File: src/design/tscap_pkg.sv
// shared types, codes and constants of the tdma slot/channel allocator
// no dependencies; imported by every design file
package tscap_pkg;

    localparam int MAX_NEIGHBORS_DEF = 32;
    localparam int NUM_SLOTS_DEF     = 7;
    localparam int NUM_CHANNELS_DEF  = 3;

    localparam int COST_CELL  = 10000;
    localparam int COST_SLOT  = 1000;
    localparam int CHAN_BASE  = 12;
    localparam int QDEPTH     = 2;
    localparam int CFG_IDX_W  = 2;
    localparam int CFG_DATA_W = 8;
    localparam int ENTRY_W    = 18;

    localparam logic [1:0] CMD_EPOCH  = 2'd0;
    localparam logic [1:0] CMD_BEACON = 2'd1;
    localparam logic [1:0] CMD_PICK   = 2'd2;
    localparam logic [1:0] CMD_SCHED  = 2'd3;

    localparam logic [1:0] ACT_IDLE = 2'd0;
    localparam logic [1:0] ACT_TX   = 2'd1;
    localparam logic [1:0] ACT_RX   = 2'd2;

    localparam logic [0:0] KIND_BEACON = 1'b0;
    localparam logic [0:0] KIND_SLOT   = 1'b1;

    localparam logic [CFG_IDX_W-1:0] REG_OWN_ID    = 2'd0;
    localparam logic [CFG_IDX_W-1:0] REG_THRESHOLD = 2'd1;
    localparam logic [CFG_IDX_W-1:0] REG_MAX_RX    = 2'd2;

    typedef struct packed {
        logic [1:0]         command;
        logic [15:0]        beacon_payload;
        logic signed [7:0]  beacon_rssi;
        logic [15:0]        random_value;
    } in_item_t;

    typedef struct packed {
        logic [0:0] result_kind;
        logic [9:0] own_beacon;
        logic [2:0] slot_index;
        logic [1:0] slot_action;
        logic [3:0] radio_channel;
        logic [4:0] target_id;
        logic [0:0] last;
    } out_item_t;

    // entry layout: rssi 17:10, channel 9:8, slot 7:5, id 4:0
    typedef struct packed {
        logic [1:0]         op;
        logic [ENTRY_W-1:0] entry;
        logic [15:0]        rnd;
    } work_t;

    typedef struct packed {
        logic [4:0]        own_id;
        logic signed [7:0] rssi_threshold;
        logic [2:0]        max_rx;
    } cfg_t;

endpackage

File: src/design/tscap_front.sv
// front end: accepts items, drops malformed beacons, queues work for the back end
// depends on tscap_pkg
module tscap_front
    import tscap_pkg::*;
#(
    parameter int NUM_SLOTS    = NUM_SLOTS_DEF,
    parameter int NUM_CHANNELS = NUM_CHANNELS_DEF
)
(
    input  logic     clk,
    input  logic     rst_n,
    input  logic     in_valid,
    output logic     in_ready,
    input  in_item_t in_data,
    output logic     q_valid,
    output work_t    q_item,
    input  logic     q_pop
);

    localparam int PW = $clog2(QDEPTH);

    work_t             fifo_reg [QDEPTH];
    logic [PW-1:0]     wr_ptr_reg;
    logic [PW-1:0]     rd_ptr_reg;
    logic [PW:0]       cnt_reg;
    logic              drop;
    logic              push;
    work_t             item;

    always_comb
    begin
        item.op    = in_data.command;
        item.entry = {in_data.beacon_rssi, in_data.beacon_payload[9:0]};
        item.rnd   = in_data.random_value;
        drop = (in_data.command == CMD_BEACON) &&
               (({1'b0, in_data.beacon_payload[7:5]} >= 4'(NUM_SLOTS)) ||
                ({1'b0, in_data.beacon_payload[9:8]} >= 3'(NUM_CHANNELS)));
    end

    assign in_ready = (cnt_reg < (PW+1)'(QDEPTH));
    assign push     = in_valid && in_ready && !drop;
    assign q_valid  = (cnt_reg != '0);
    assign q_item   = fifo_reg[rd_ptr_reg];

    always_ff @(posedge clk)
    begin
        if (push)
        begin
            fifo_reg[wr_ptr_reg] <= item;
        end
    end

    always_ff @(posedge clk or negedge rst_n)
    begin
        if (!rst_n)
        begin
            wr_ptr_reg <= '0;
            rd_ptr_reg <= '0;
            cnt_reg    <= '0;
        end
        else
        begin
            if (push)
            begin
                wr_ptr_reg <= wr_ptr_reg + 1'b1;
            end
            if (q_pop)
            begin
                rd_ptr_reg <= rd_ptr_reg + 1'b1;
            end
            if (push && !q_pop)
            begin
                cnt_reg <= cnt_reg + 1'b1;
            end
            else if (!push && q_pop)
            begin
                cnt_reg <= cnt_reg - 1'b1;
            end
        end
    end

endmodule

File: src/design/tscap_back.sv
// back end: neighbor store, cost grid, tie-break remainder, schedule passes, output register
// depends on tscap_pkg
module tscap_back
    import tscap_pkg::*;
#(
    parameter int MAX_NEIGHBORS = MAX_NEIGHBORS_DEF,
    parameter int NUM_SLOTS     = NUM_SLOTS_DEF,
    parameter int NUM_CHANNELS  = NUM_CHANNELS_DEF
)
(
    input  logic      clk,
    input  logic      rst_n,
    input  logic      q_valid,
    input  work_t     q_item,
    output logic      q_pop,
    input  cfg_t      cfg,
    output logic      out_valid,
    input  logic      out_ready,
    output out_item_t out_data
);

    localparam int AW     = (MAX_NEIGHBORS > 1) ? $clog2(MAX_NEIGHBORS) : 1;
    localparam int CW     = $clog2(MAX_NEIGHBORS + 1);
    localparam int NCELL  = NUM_SLOTS * NUM_CHANNELS;
    localparam int TW     = $clog2(NCELL + 1);
    localparam int COST_MAX = MAX_NEIGHBORS * (COST_CELL + COST_SLOT);
    localparam int COSTW  = $clog2(COST_MAX + 1);

    typedef enum logic [2:0] {
        ST_IDLE, ST_PSCAN, ST_PMIN, ST_PMOD, ST_PSEL, ST_POUT, ST_SSCAN, ST_SOUT
    } state_t;

    state_t                  state_reg;
    logic [ENTRY_W-1:0]      mem [MAX_NEIGHBORS];
    logic [ENTRY_W-1:0]      rd_data_reg;
    logic                    rd_vld_reg;
    logic [CW-1:0]           count_reg;
    logic [CW-1:0]           scan_addr_reg;
    logic [2:0]              my_slot_reg;
    logic [1:0]              my_chan_reg;
    logic [15:0]             rnd_reg;
    logic [COSTW-1:0]        cost_reg [NUM_SLOTS][NUM_CHANNELS];
    logic [COSTW-1:0]        best_reg;
    logic [TW-1:0]           ties_reg;
    logic [TW-1:0]           rem_reg;
    logic [TW-1:0]           k_reg;
    logic [3:0]              bit_reg;
    logic [2:0]              cell_s_reg;
    logic [1:0]              cell_c_reg;
    logic [1:0]              act_reg [NUM_SLOTS];
    logic [3:0]              chn_reg [NUM_SLOTS];
    logic [4:0]              tgt_reg [NUM_SLOTS];
    logic                    first_reg;
    logic                    have_next_reg;
    logic signed [7:0]       level_reg;
    logic signed [7:0]       next_reg;
    logic [2:0]              assigned_reg;
    logic                    out_valid_reg;
    out_item_t               out_data_reg;

    logic                    scanning;
    logic                    issuing;
    logic                    pass_done;
    logic                    out_free;
    logic                    emit;
    logic                    mem_we;
    logic [2:0]              d_slot;
    logic [1:0]              d_chan;
    logic [4:0]              d_id;
    logic signed [7:0]       d_rssi;
    logic                    above_thr;
    logic [COSTW-1:0]        cur_cost;
    logic                    cell_last;
    logic [TW:0]             mod_tmp;

    assign scanning  = (state_reg == ST_PSCAN) || (state_reg == ST_SSCAN);
    assign issuing   = scanning && (scan_addr_reg < count_reg);
    assign pass_done = scanning && (scan_addr_reg == count_reg) && !rd_vld_reg;
    assign out_free  = !out_valid_reg || out_ready;
    assign emit      = ((state_reg == ST_POUT) || (state_reg == ST_SOUT)) && out_free;
    assign q_pop     = (state_reg == ST_IDLE) && q_valid;
    assign mem_we    = q_pop && (q_item.op == CMD_BEACON) &&
                       (count_reg < CW'(MAX_NEIGHBORS));

    assign d_id   = rd_data_reg[4:0];
    assign d_slot = rd_data_reg[7:5];
    assign d_chan = rd_data_reg[9:8];
    assign d_rssi = rd_data_reg[17:10];
    assign above_thr = (d_rssi > cfg.rssi_threshold);

    assign cur_cost  = cost_reg[cell_s_reg][cell_c_reg];
    assign cell_last = (cell_s_reg == 3'(NUM_SLOTS - 1)) &&
                       (cell_c_reg == 2'(NUM_CHANNELS - 1));
    assign mod_tmp   = {rem_reg, rnd_reg[bit_reg]};

    assign out_valid = out_valid_reg;
    assign out_data  = out_data_reg;

    // neighbor store, one write and one registered read per cycle
    always_ff @(posedge clk)
    begin
        if (mem_we)
        begin
            mem[count_reg[AW-1:0]] <= q_item.entry;
        end
        rd_data_reg <= mem[scan_addr_reg[AW-1:0]];
    end

    always_ff @(posedge clk or negedge rst_n)
    begin
        if (!rst_n)
        begin
            state_reg     <= ST_IDLE;
            rd_vld_reg    <= 1'b0;
            count_reg     <= '0;
            scan_addr_reg <= '0;
            my_slot_reg   <= '0;
            my_chan_reg   <= '0;
            out_valid_reg <= 1'b0;
        end
        else
        begin
            rd_vld_reg <= issuing;
            if (issuing)
            begin
                scan_addr_reg <= scan_addr_reg + 1'b1;
            end
            if (emit)
            begin
                out_valid_reg <= 1'b1;
            end
            else if (out_ready)
            begin
                out_valid_reg <= 1'b0;
            end

            unique case (state_reg)
                ST_IDLE:
                begin
                    if (q_valid)
                    begin
                        rnd_reg       <= q_item.rnd;
                        scan_addr_reg <= '0;
                        unique case (q_item.op)
                            CMD_EPOCH:
                            begin
                                count_reg <= '0;
                            end
                            CMD_BEACON:
                            begin
                                if (mem_we)
                                begin
                                    count_reg <= count_reg + 1'b1;
                                end
                            end
                            CMD_PICK:
                            begin
                                for (int s = 0; s < NUM_SLOTS; s++)
                                begin
                                    for (int c = 0; c < NUM_CHANNELS; c++)
                                    begin
                                        cost_reg[s][c] <= '0;
                                    end
                                end
                                state_reg <= ST_PSCAN;
                            end
                            CMD_SCHED:
                            begin
                                for (int s = 0; s < NUM_SLOTS; s++)
                                begin
                                    if (3'(s) == my_slot_reg)
                                    begin
                                        act_reg[s] <= ACT_TX;
                                        chn_reg[s] <= {2'b00, my_chan_reg} + 4'(CHAN_BASE);
                                    end
                                    else
                                    begin
                                        act_reg[s] <= ACT_IDLE;
                                        chn_reg[s] <= '0;
                                    end
                                    tgt_reg[s] <= '0;
                                end
                                first_reg     <= 1'b1;
                                have_next_reg <= 1'b0;
                                assigned_reg  <= '0;
                                state_reg     <= ST_SSCAN;
                            end
                            default:
                            begin
                                state_reg <= ST_IDLE;
                            end
                        endcase
                    end
                end

                // accumulate cell costs, one neighbor per cycle
                ST_PSCAN:
                begin
                    if (rd_vld_reg)
                    begin
                        for (int s = 0; s < NUM_SLOTS; s++)
                        begin
                            for (int c = 0; c < NUM_CHANNELS; c++)
                            begin
                                if (3'(s) == d_slot)
                                begin
                                    if (2'(c) == d_chan)
                                    begin
                                        cost_reg[s][c] <= cost_reg[s][c] + COSTW'(COST_CELL) +
                                            (above_thr ? COSTW'(COST_SLOT) : '0);
                                    end
                                    else if (above_thr)
                                    begin
                                        cost_reg[s][c] <= cost_reg[s][c] + COSTW'(COST_SLOT);
                                    end
                                end
                            end
                        end
                    end
                    if (pass_done)
                    begin
                        cell_s_reg <= '0;
                        cell_c_reg <= '0;
                        state_reg  <= ST_PMIN;
                    end
                end

                // running minimum and tie count over cells
                ST_PMIN:
                begin
                    if ((cell_s_reg == '0 && cell_c_reg == '0) || (cur_cost < best_reg))
                    begin
                        best_reg <= cur_cost;
                        ties_reg <= TW'(1);
                    end
                    else if (cur_cost == best_reg)
                    begin
                        ties_reg <= ties_reg + 1'b1;
                    end
                    if (cell_last)
                    begin
                        cell_s_reg <= '0;
                        cell_c_reg <= '0;
                        rem_reg    <= '0;
                        bit_reg    <= 4'd15;
                        state_reg  <= ST_PMOD;
                    end
                    else if (cell_c_reg == 2'(NUM_CHANNELS - 1))
                    begin
                        cell_c_reg <= '0;
                        cell_s_reg <= cell_s_reg + 1'b1;
                    end
                    else
                    begin
                        cell_c_reg <= cell_c_reg + 1'b1;
                    end
                end

                // random value mod tie count, one bit per cycle
                ST_PMOD:
                begin
                    if (mod_tmp >= {1'b0, ties_reg})
                    begin
                        rem_reg <= TW'(mod_tmp - {1'b0, ties_reg});
                    end
                    else
                    begin
                        rem_reg <= TW'(mod_tmp);
                    end
                    if (bit_reg == '0)
                    begin
                        k_reg     <= '0;
                        state_reg <= ST_PSEL;
                    end
                    else
                    begin
                        bit_reg <= bit_reg - 1'b1;
                    end
                end

                ST_PSEL:
                begin
                    if (cur_cost == best_reg)
                    begin
                        if (k_reg == rem_reg)
                        begin
                            my_slot_reg <= cell_s_reg;
                            my_chan_reg <= cell_c_reg;
                        end
                        k_reg <= k_reg + 1'b1;
                    end
                    if (cell_last)
                    begin
                        state_reg <= ST_POUT;
                    end
                    else if (cell_c_reg == 2'(NUM_CHANNELS - 1))
                    begin
                        cell_c_reg <= '0;
                        cell_s_reg <= cell_s_reg + 1'b1;
                    end
                    else
                    begin
                        cell_c_reg <= cell_c_reg + 1'b1;
                    end
                end

                ST_POUT:
                begin
                    if (out_free)
                    begin
                        out_data_reg.result_kind   <= KIND_BEACON;
                        out_data_reg.own_beacon    <= {my_chan_reg, my_slot_reg, cfg.own_id};
                        out_data_reg.slot_index    <= '0;
                        out_data_reg.slot_action   <= ACT_IDLE;
                        out_data_reg.radio_channel <= '0;
                        out_data_reg.target_id     <= '0;
                        out_data_reg.last          <= 1'b1;
                        state_reg                  <= ST_IDLE;
                    end
                end

                // one pass per rssi level, strongest first, arrival order within a level
                ST_SSCAN:
                begin
                    if (rd_vld_reg)
                    begin
                        if (first_reg || (d_rssi < level_reg))
                        begin
                            if (!have_next_reg || (d_rssi > next_reg))
                            begin
                                next_reg      <= d_rssi;
                                have_next_reg <= 1'b1;
                            end
                        end
                        if (!first_reg && (d_rssi == level_reg) &&
                            (assigned_reg < cfg.max_rx))
                        begin
                            for (int s = 0; s < NUM_SLOTS; s++)
                            begin
                                if ((3'(s) == d_slot) && (act_reg[s] == ACT_IDLE))
                                begin
                                    act_reg[s]   <= ACT_RX;
                                    chn_reg[s]   <= {2'b00, d_chan} + 4'(CHAN_BASE);
                                    tgt_reg[s]   <= d_id;
                                    assigned_reg <= assigned_reg + 1'b1;
                                end
                            end
                        end
                    end
                    if (pass_done)
                    begin
                        if (!have_next_reg || (assigned_reg >= cfg.max_rx))
                        begin
                            cell_s_reg <= '0;
                            state_reg  <= ST_SOUT;
                        end
                        else
                        begin
                            level_reg     <= next_reg;
                            have_next_reg <= 1'b0;
                            first_reg     <= 1'b0;
                            scan_addr_reg <= '0;
                        end
                    end
                end

                ST_SOUT:
                begin
                    if (out_free)
                    begin
                        out_data_reg.result_kind   <= KIND_SLOT;
                        out_data_reg.own_beacon    <= '0;
                        out_data_reg.slot_index    <= cell_s_reg;
                        out_data_reg.slot_action   <= act_reg[cell_s_reg];
                        out_data_reg.radio_channel <= chn_reg[cell_s_reg];
                        out_data_reg.target_id     <= tgt_reg[cell_s_reg];
                        out_data_reg.last          <= (cell_s_reg == 3'(NUM_SLOTS - 1));
                        if (cell_s_reg == 3'(NUM_SLOTS - 1))
                        begin
                            state_reg <= ST_IDLE;
                        end
                        else
                        begin
                            cell_s_reg <= cell_s_reg + 1'b1;
                        end
                    end
                end

                default:
                begin
                    state_reg <= ST_IDLE;
                end
            endcase
        end
    end

endmodule

File: src/design/tdma_slot_channel_allocator_top.sv
// epoch and beacon items are handled in the back end idle state; malformed beacons are
//   dropped in the front end; a pick scans the neighbor store, walks the cells for the
//   minimum and tie count, forms the remainder one bit a cycle, walks the cells again to
//   select, then emits its result; a schedule scans the store once to find the strongest
//   level and once per rssi level walked, then emits one slot entry at a time
// one item is worked at a time; a 2-entry queue lets the input side run ahead
// reset: async active low; store empty, own slot/channel 0, registers at defaults
module tdma_slot_channel_allocator_top
    import tscap_pkg::*;
#(
    parameter int MAX_NEIGHBORS = MAX_NEIGHBORS_DEF,
    parameter int NUM_SLOTS     = NUM_SLOTS_DEF,
    parameter int NUM_CHANNELS  = NUM_CHANNELS_DEF
)
(
    input  logic                  clk,
    input  logic                  rst_n,
    input  logic                  in_valid,
    output logic                  in_ready,
    input  in_item_t              in_data,
    output logic                  out_valid,
    input  logic                  out_ready,
    output out_item_t             out_data,
    input  logic                  cfg_we,
    input  logic [CFG_IDX_W-1:0]  cfg_index,
    input  logic [CFG_DATA_W-1:0] cfg_wdata
);

    // configuration registers
    cfg_t  cfg_reg;
    // queue between front and back
    logic  q_valid;
    logic  q_pop;
    work_t q_item;

    always_ff @(posedge clk or negedge rst_n)
    begin
        if (!rst_n)
        begin
            cfg_reg.own_id         <= '0;
            cfg_reg.rssi_threshold <= -8'sd85;
            cfg_reg.max_rx         <= 3'd5;
        end
        else if (cfg_we)
        begin
            unique case (cfg_index)
                REG_OWN_ID:    cfg_reg.own_id         <= cfg_wdata[4:0];
                REG_THRESHOLD: cfg_reg.rssi_threshold <= cfg_wdata;
                REG_MAX_RX:    cfg_reg.max_rx         <= cfg_wdata[2:0];
                default:       cfg_reg                <= cfg_reg;   // unused index
            endcase
        end
    end

    // front: accept, drop malformed beacons, queue
    tscap_front #(
        .NUM_SLOTS    (NUM_SLOTS),
        .NUM_CHANNELS (NUM_CHANNELS)
    ) u_front (
        .clk      (clk),
        .rst_n    (rst_n),
        .in_valid (in_valid),
        .in_ready (in_ready),
        .in_data  (in_data),
        .q_valid  (q_valid),
        .q_item   (q_item),
        .q_pop    (q_pop)
    );

    // back: store, pick and schedule engines, output register
    tscap_back #(
        .MAX_NEIGHBORS (MAX_NEIGHBORS),
        .NUM_SLOTS     (NUM_SLOTS),
        .NUM_CHANNELS  (NUM_CHANNELS)
    ) u_back (
        .clk       (clk),
        .rst_n     (rst_n),
        .q_valid   (q_valid),
        .q_item    (q_item),
        .q_pop     (q_pop),
        .cfg       (cfg_reg),
        .out_valid (out_valid),
        .out_ready (out_ready),
        .out_data  (out_data)
    );

`ifndef SYNTHESIS
    // a pick result is always the only one of its item
    a_pick_last: assert property (@(posedge clk) disable iff (!rst_n)
        out_valid && out_data.result_kind == KIND_BEACON |-> out_data.last)
        else $error("pick result without last");

    // active slot entries carry an offset channel, idle ones none
    a_slot_chan: assert property (@(posedge clk) disable iff (!rst_n)
        out_valid && out_data.result_kind == KIND_SLOT && out_data.slot_action != ACT_IDLE
        |-> out_data.radio_channel >= 4'(CHAN_BASE))
        else $error("active slot with bad channel");

    // back end only pops a queued item
    a_pop_valid: assert property (@(posedge clk) disable iff (!rst_n)
        q_pop |-> q_valid)
        else $error("pop from empty queue");
`endif

endmodule

File: config.mk
export PLATFORM = sky130hd
export DESIGN_NAME = tdma_slot_channel_allocator_top
export DESIGN_NICKNAME = d
export VERILOG_FILES = /design/src/design/tscap_pkg.sv /design/src/design/tscap_front.sv /design/src/design/tscap_back.sv /design/src/design/tdma_slot_channel_allocator_top.sv
export SDC_FILE = /design/constraint.sdc
export NUM_CORES = 2
export LEC_CHECK = 0
export ABC_AREA = 1
export ABC_CLOCK_PERIOD_IN_PS = 8100
export BUFFER_PORTS_ARGS = -buffer_cell sky130_fd_sc_hd__buf_2
export CORE_UTILIZATION = 60
export DETAILED_ROUTE_END_ITERATION = 12
export GPL_TIMING_DRIVEN = 0
export MAX_ROUTING_LAYER = met4
export PLACE_DENSITY_LB_ADDON = 0.12
export SYNTH_ARGS = -nofsm -noshare
export SYNTH_HDL_FRONTEND = slang
export SYNTH_SLANG_ARGS = --single-unit
File: constraint.sdc
create_clock -name clk -period 8.1 [get_ports clk]
set_input_delay 0.405 -clock clk [delete_from_list [all_inputs] [get_ports clk]]
set_output_delay 0.405 -clock clk [all_outputs]
set_load 0.02 [all_outputs]
==> flow_summary.toml <==
[timing]
setup_viol = 0
max_freq_ghz = 0.141
worst_slew_pin_slew_ps = 1590
finalHoldViolations = 0
grt_setup_unrepaired = "false"
fin_crit_sh_pct = 87.8
fin_crit_ps = 7110
maxSlewHeadroom_pct = -7.03
fin_setup_tns_ps = 0
maxSlewViolCount = 48
fin_skew_ps = 60.8

[drt]
via_per_inst = 6.16
drt_iter0_markers = 8845
wl_per_cell_um = 24.7
firstDrtPassIters = 9
antenna_left = 0
drt_wl_total_um = 265000
drc = 0
num_vias = 66200

[synth]
synth.net_count = 9079
synth_top_flop_cell = "edfxtp_1"
synth_edf_count = 1206
syn_area_mm2 = 0.0749
yosysUniqueCellTypes = 64
ys_warn_count = 0
seq_area_frac_synth_pct = 50.6
synth_area_leader_cell = "edfxtp_1"
yosys.area.top_type_share_pct = 48.3
synthArstFlopShare_pct = 3.28
synth.avg_cell_area_um2 = 8.64
synth_area_leaders = "edfxtp_1 48%, nand2_1 8.5%, nor2_1 5.8%, o21ai_0 5.7%, ha_1 5.4%"
synth.ff_latch_count = 1279
synth_cells = 8676

[grt]
top_usage_layer = "met2"
grt_usage_pct = 42.6
grt_antenna_before_repair = 15
grt_max_degree = 49
grtUsageMet1_pct = 51.7
grt_pass1_vias = 61600
gr-usage-met2_pct = 64.2
grt_first_pass_wirelength_um = 386000
overflow = 0
grtUsageMet3_pct = 8.27

[floorplan]
die_w_um = 355
ios = 85
coreArea_mm2 = 0.124
die_h_um = 355
dieArea_mm2 = 0.126
initial_utilization_pct = 60.5
rows = 129

[setup_path]
cp.required_ps = 8520
path_cells = "clkbuf_1, clkbuf_1, clkbuf_1, a21oi_1, o21ai_0, nand2_1, nand3_1, ha_1, a21o_1, o21ai_0, o211ai_1, nand2_1, nand3_1, nand2_1, nand2_1, inv_1"
path_depth = 16
end_kind = "flop"
arrival_ps = 7540
cp_top_family = "buffers and inverters"
cp_slowest_cell = "clkbuf_1"
cp-start-kind = "flop"
rr_worst_depth = 16
crit_buf_inv = 4
path_class = "flop to flop"
cp_max_fo = 19
crit_path_max_incr_delay_ps = 940
cp_common_cell = "nand2_1"

[cells_and_area]
nNetsFinal = 9388
syn_to_final_growth_pct = 11.5
design_area_mm2 = 0.0835
largest_register_ff_count = 576
drive_gt1_share_pct = 7.63

[placed_design]
post_dp_cell_area_mm2 = 0.0782
hpwl_um = 193000
io_buffers = 78
place_congestion = 1.14

[clock_network]
cts_tree = "built"
root_buffer = "clkbuf_16"
clkTransAtPathRegs_ps = 60
cts.htree.levels = 4
clockBufferDepth = 3
cts_hold_buf = 46
cts_buffers = 141
cts_resized = 0
clock_latency_ps = 800
cts_sinks = 1279
post_cts.repair.setup_buffers = 0

[run_status]
violations = "max-capacitance violations, max-slew violations"
status = "finished, violations left"

[run]
maxCapViolCount = 6

[power_and_ir_drop]
power_density_mw_per_mm2 = 380
power.total_mw = 31.7
ir_drop_v = 0.000439
leakagePower_nw = 35.0

[worst_hold_path]
hp-class = "input port to flop"
whs_path_depth = 3
[layout make-up]
type	count	area (um^2)
diodes	18	45.0
plain buffers	338	1420
clock buffers	180	3790
clock inverters	76	862
fillers	9961	40300
inverters	1031	3870
multi-input cells	6028	31900
flip-flops and latches	1279	37900
well taps	1637	2050
repair buffers	166	1690
[worst register-to-register path: stages (launching register included)]
cell      delay (ps)
dfxtp_1          560
clkbuf_1         610
clkbuf_1         800
clkbuf_1         950
a21oi_1          480
o21ai_0          450
nand2_1          100
nand3_1          190
ha_1             260
a21o_1           180
o21ai_0          160
o211ai_1         120
nand2_1           70
nand3_1          400
nand2_1          350
nand2_1          300
inv_1            750
[stage by stage]
step	util, %	instances	setup slack, ps	hold slack (ps)
6_report	67.4	10800	986	52.0
5_1_grt	67.4	10700	1040	93.7
4_1_cts	67.3	10700	1450	15.6
3_5_place_dp	63.2	10400	1470	438
3_3_place_gp	62.5	10400	643	435
2_1_floorplan	-	8676	3470	109
[routing by layer]
metal  part of all wire (%)  vias to the layer above
met3                     11                      883
met5                      0                        -
met4                    8.1                        0
met2                     45                     4056
met1                     37                    31100
li1                       -                    30200
[kinds of logic (layout without fill, tap and decap cells)]
logic type / Yosys count / in the layout / synth area share [%]
compound gates: 1762 / 1762 / 13.0
xor+xnor: 301 / 301 / 3.52
fa+ha+maj: 346 / 346 / 6.00
buf+inv: 1369 / 1791 / 7.06
flops: 1279 / 1279 / 50.6
mux: 1 / 1 / 0.0134
other cells: 0 / 18 / 0
simple gates: 3618 / 3618 / 19.8
[cells in the mapped netlist, types with 12 or more instances]
cell type  count
a211oi_1      46
a21boi_0      20
a21o_1        17
a21oi_1      474
a31oi_1       30
buf_1         25
buf_2         32
buf_4         13
clkbuf_1     260
dfrtp_1       35
dfxtp_1       31
edfxtp_1    1206
fa_1          22
ha_1         324
inv_1        832
inv_2        191
nand2_1     1706
nand3_1      465
nand3b_1      12
nand4_1       74
nor2_1      1165
nor3_1       100
nor4_1        20
o211ai_1      31
o21ai_0      860
o22ai_1      168
o31ai_1       21
o32ai_1       37
or2_2         34
xnor2_1       76
xor2_1       225
[worst paths after layout]
path                                                     end                         start  slack [ps]
setup / recovery               u_back.best_reg[14]$_DFFE_PP_                          flop         990
hold / removal                        cfg_reg[2]$_DFFE_PN1P_                        cfg_we          50
setup reg to reg               u_back.best_reg[14]$_DFFE_PP_                          flop         990
hold reg to reg                u_back.level_reg[4]$_DFFE_PP_  u_back.next_reg[4]$_DFFE_PP_         440
max in group asynchronous  u_back.scan_addr_reg[3]$_DFF_PN0_                         rst_n        7000
min in group asynchronous    u_back.state_reg[2]$_DFFE_PN0P_                         rst_n         390
[cell usage in the layout (no fill, tap or decap), drive strengths merged, types with 9 or more instances in the layout]
| cell | Yosys | final |
|---|---|---|
| nand2 | 1709 | 1709 |
| edfxtp | 1206 | 1206 |
| nor2 | 1182 | 1182 |
| inv | 1023 | 1033 |
| o21ai | 870 | 870 |
| a21oi | 474 | 474 |
| nand3 | 467 | 467 |
| clkbuf | 260 | 440 |
| ha | 324 | 324 |
| xor2 | 225 | 225 |
| buf | 78 | 198 |
| o22ai | 168 | 168 |
| nor3 | 101 | 101 |
| xnor2 | 76 | 76 |
| nand4 | 75 | 75 |
| clkinv | 8 | 61 |
| a211oi | 46 | 46 |
| dlygate4sd3 | 0 | 46 |
| o32ai | 37 | 37 |
| dfrtp | 35 | 35 |
| or2 | 35 | 35 |
| o211ai | 31 | 31 |
| dfxtp | 31 | 31 |
| a31oi | 30 | 30 |
| nor4 | 23 | 23 |
| fa | 22 | 22 |
| o31ai | 21 | 21 |
| a21boi | 20 | 20 |
| diode | 0 | 18 |
| a21o | 17 | 17 |
| nand3b | 12 | 12 |
| o2111ai | 9 | 9 |
[report_power, final]
part / total (mW) / internal [mW] / switching [mW] / leakage, nW
Clock: 6.51 / 3.63 / 2.88 / 2.24
Sequential: 8.65 / 8.27 / 0.380 / 11.8
Combinational: 16.5 / 4.69 / 11.9 / 21.0
Note: power is estimated with default switching activity, not from simulation.
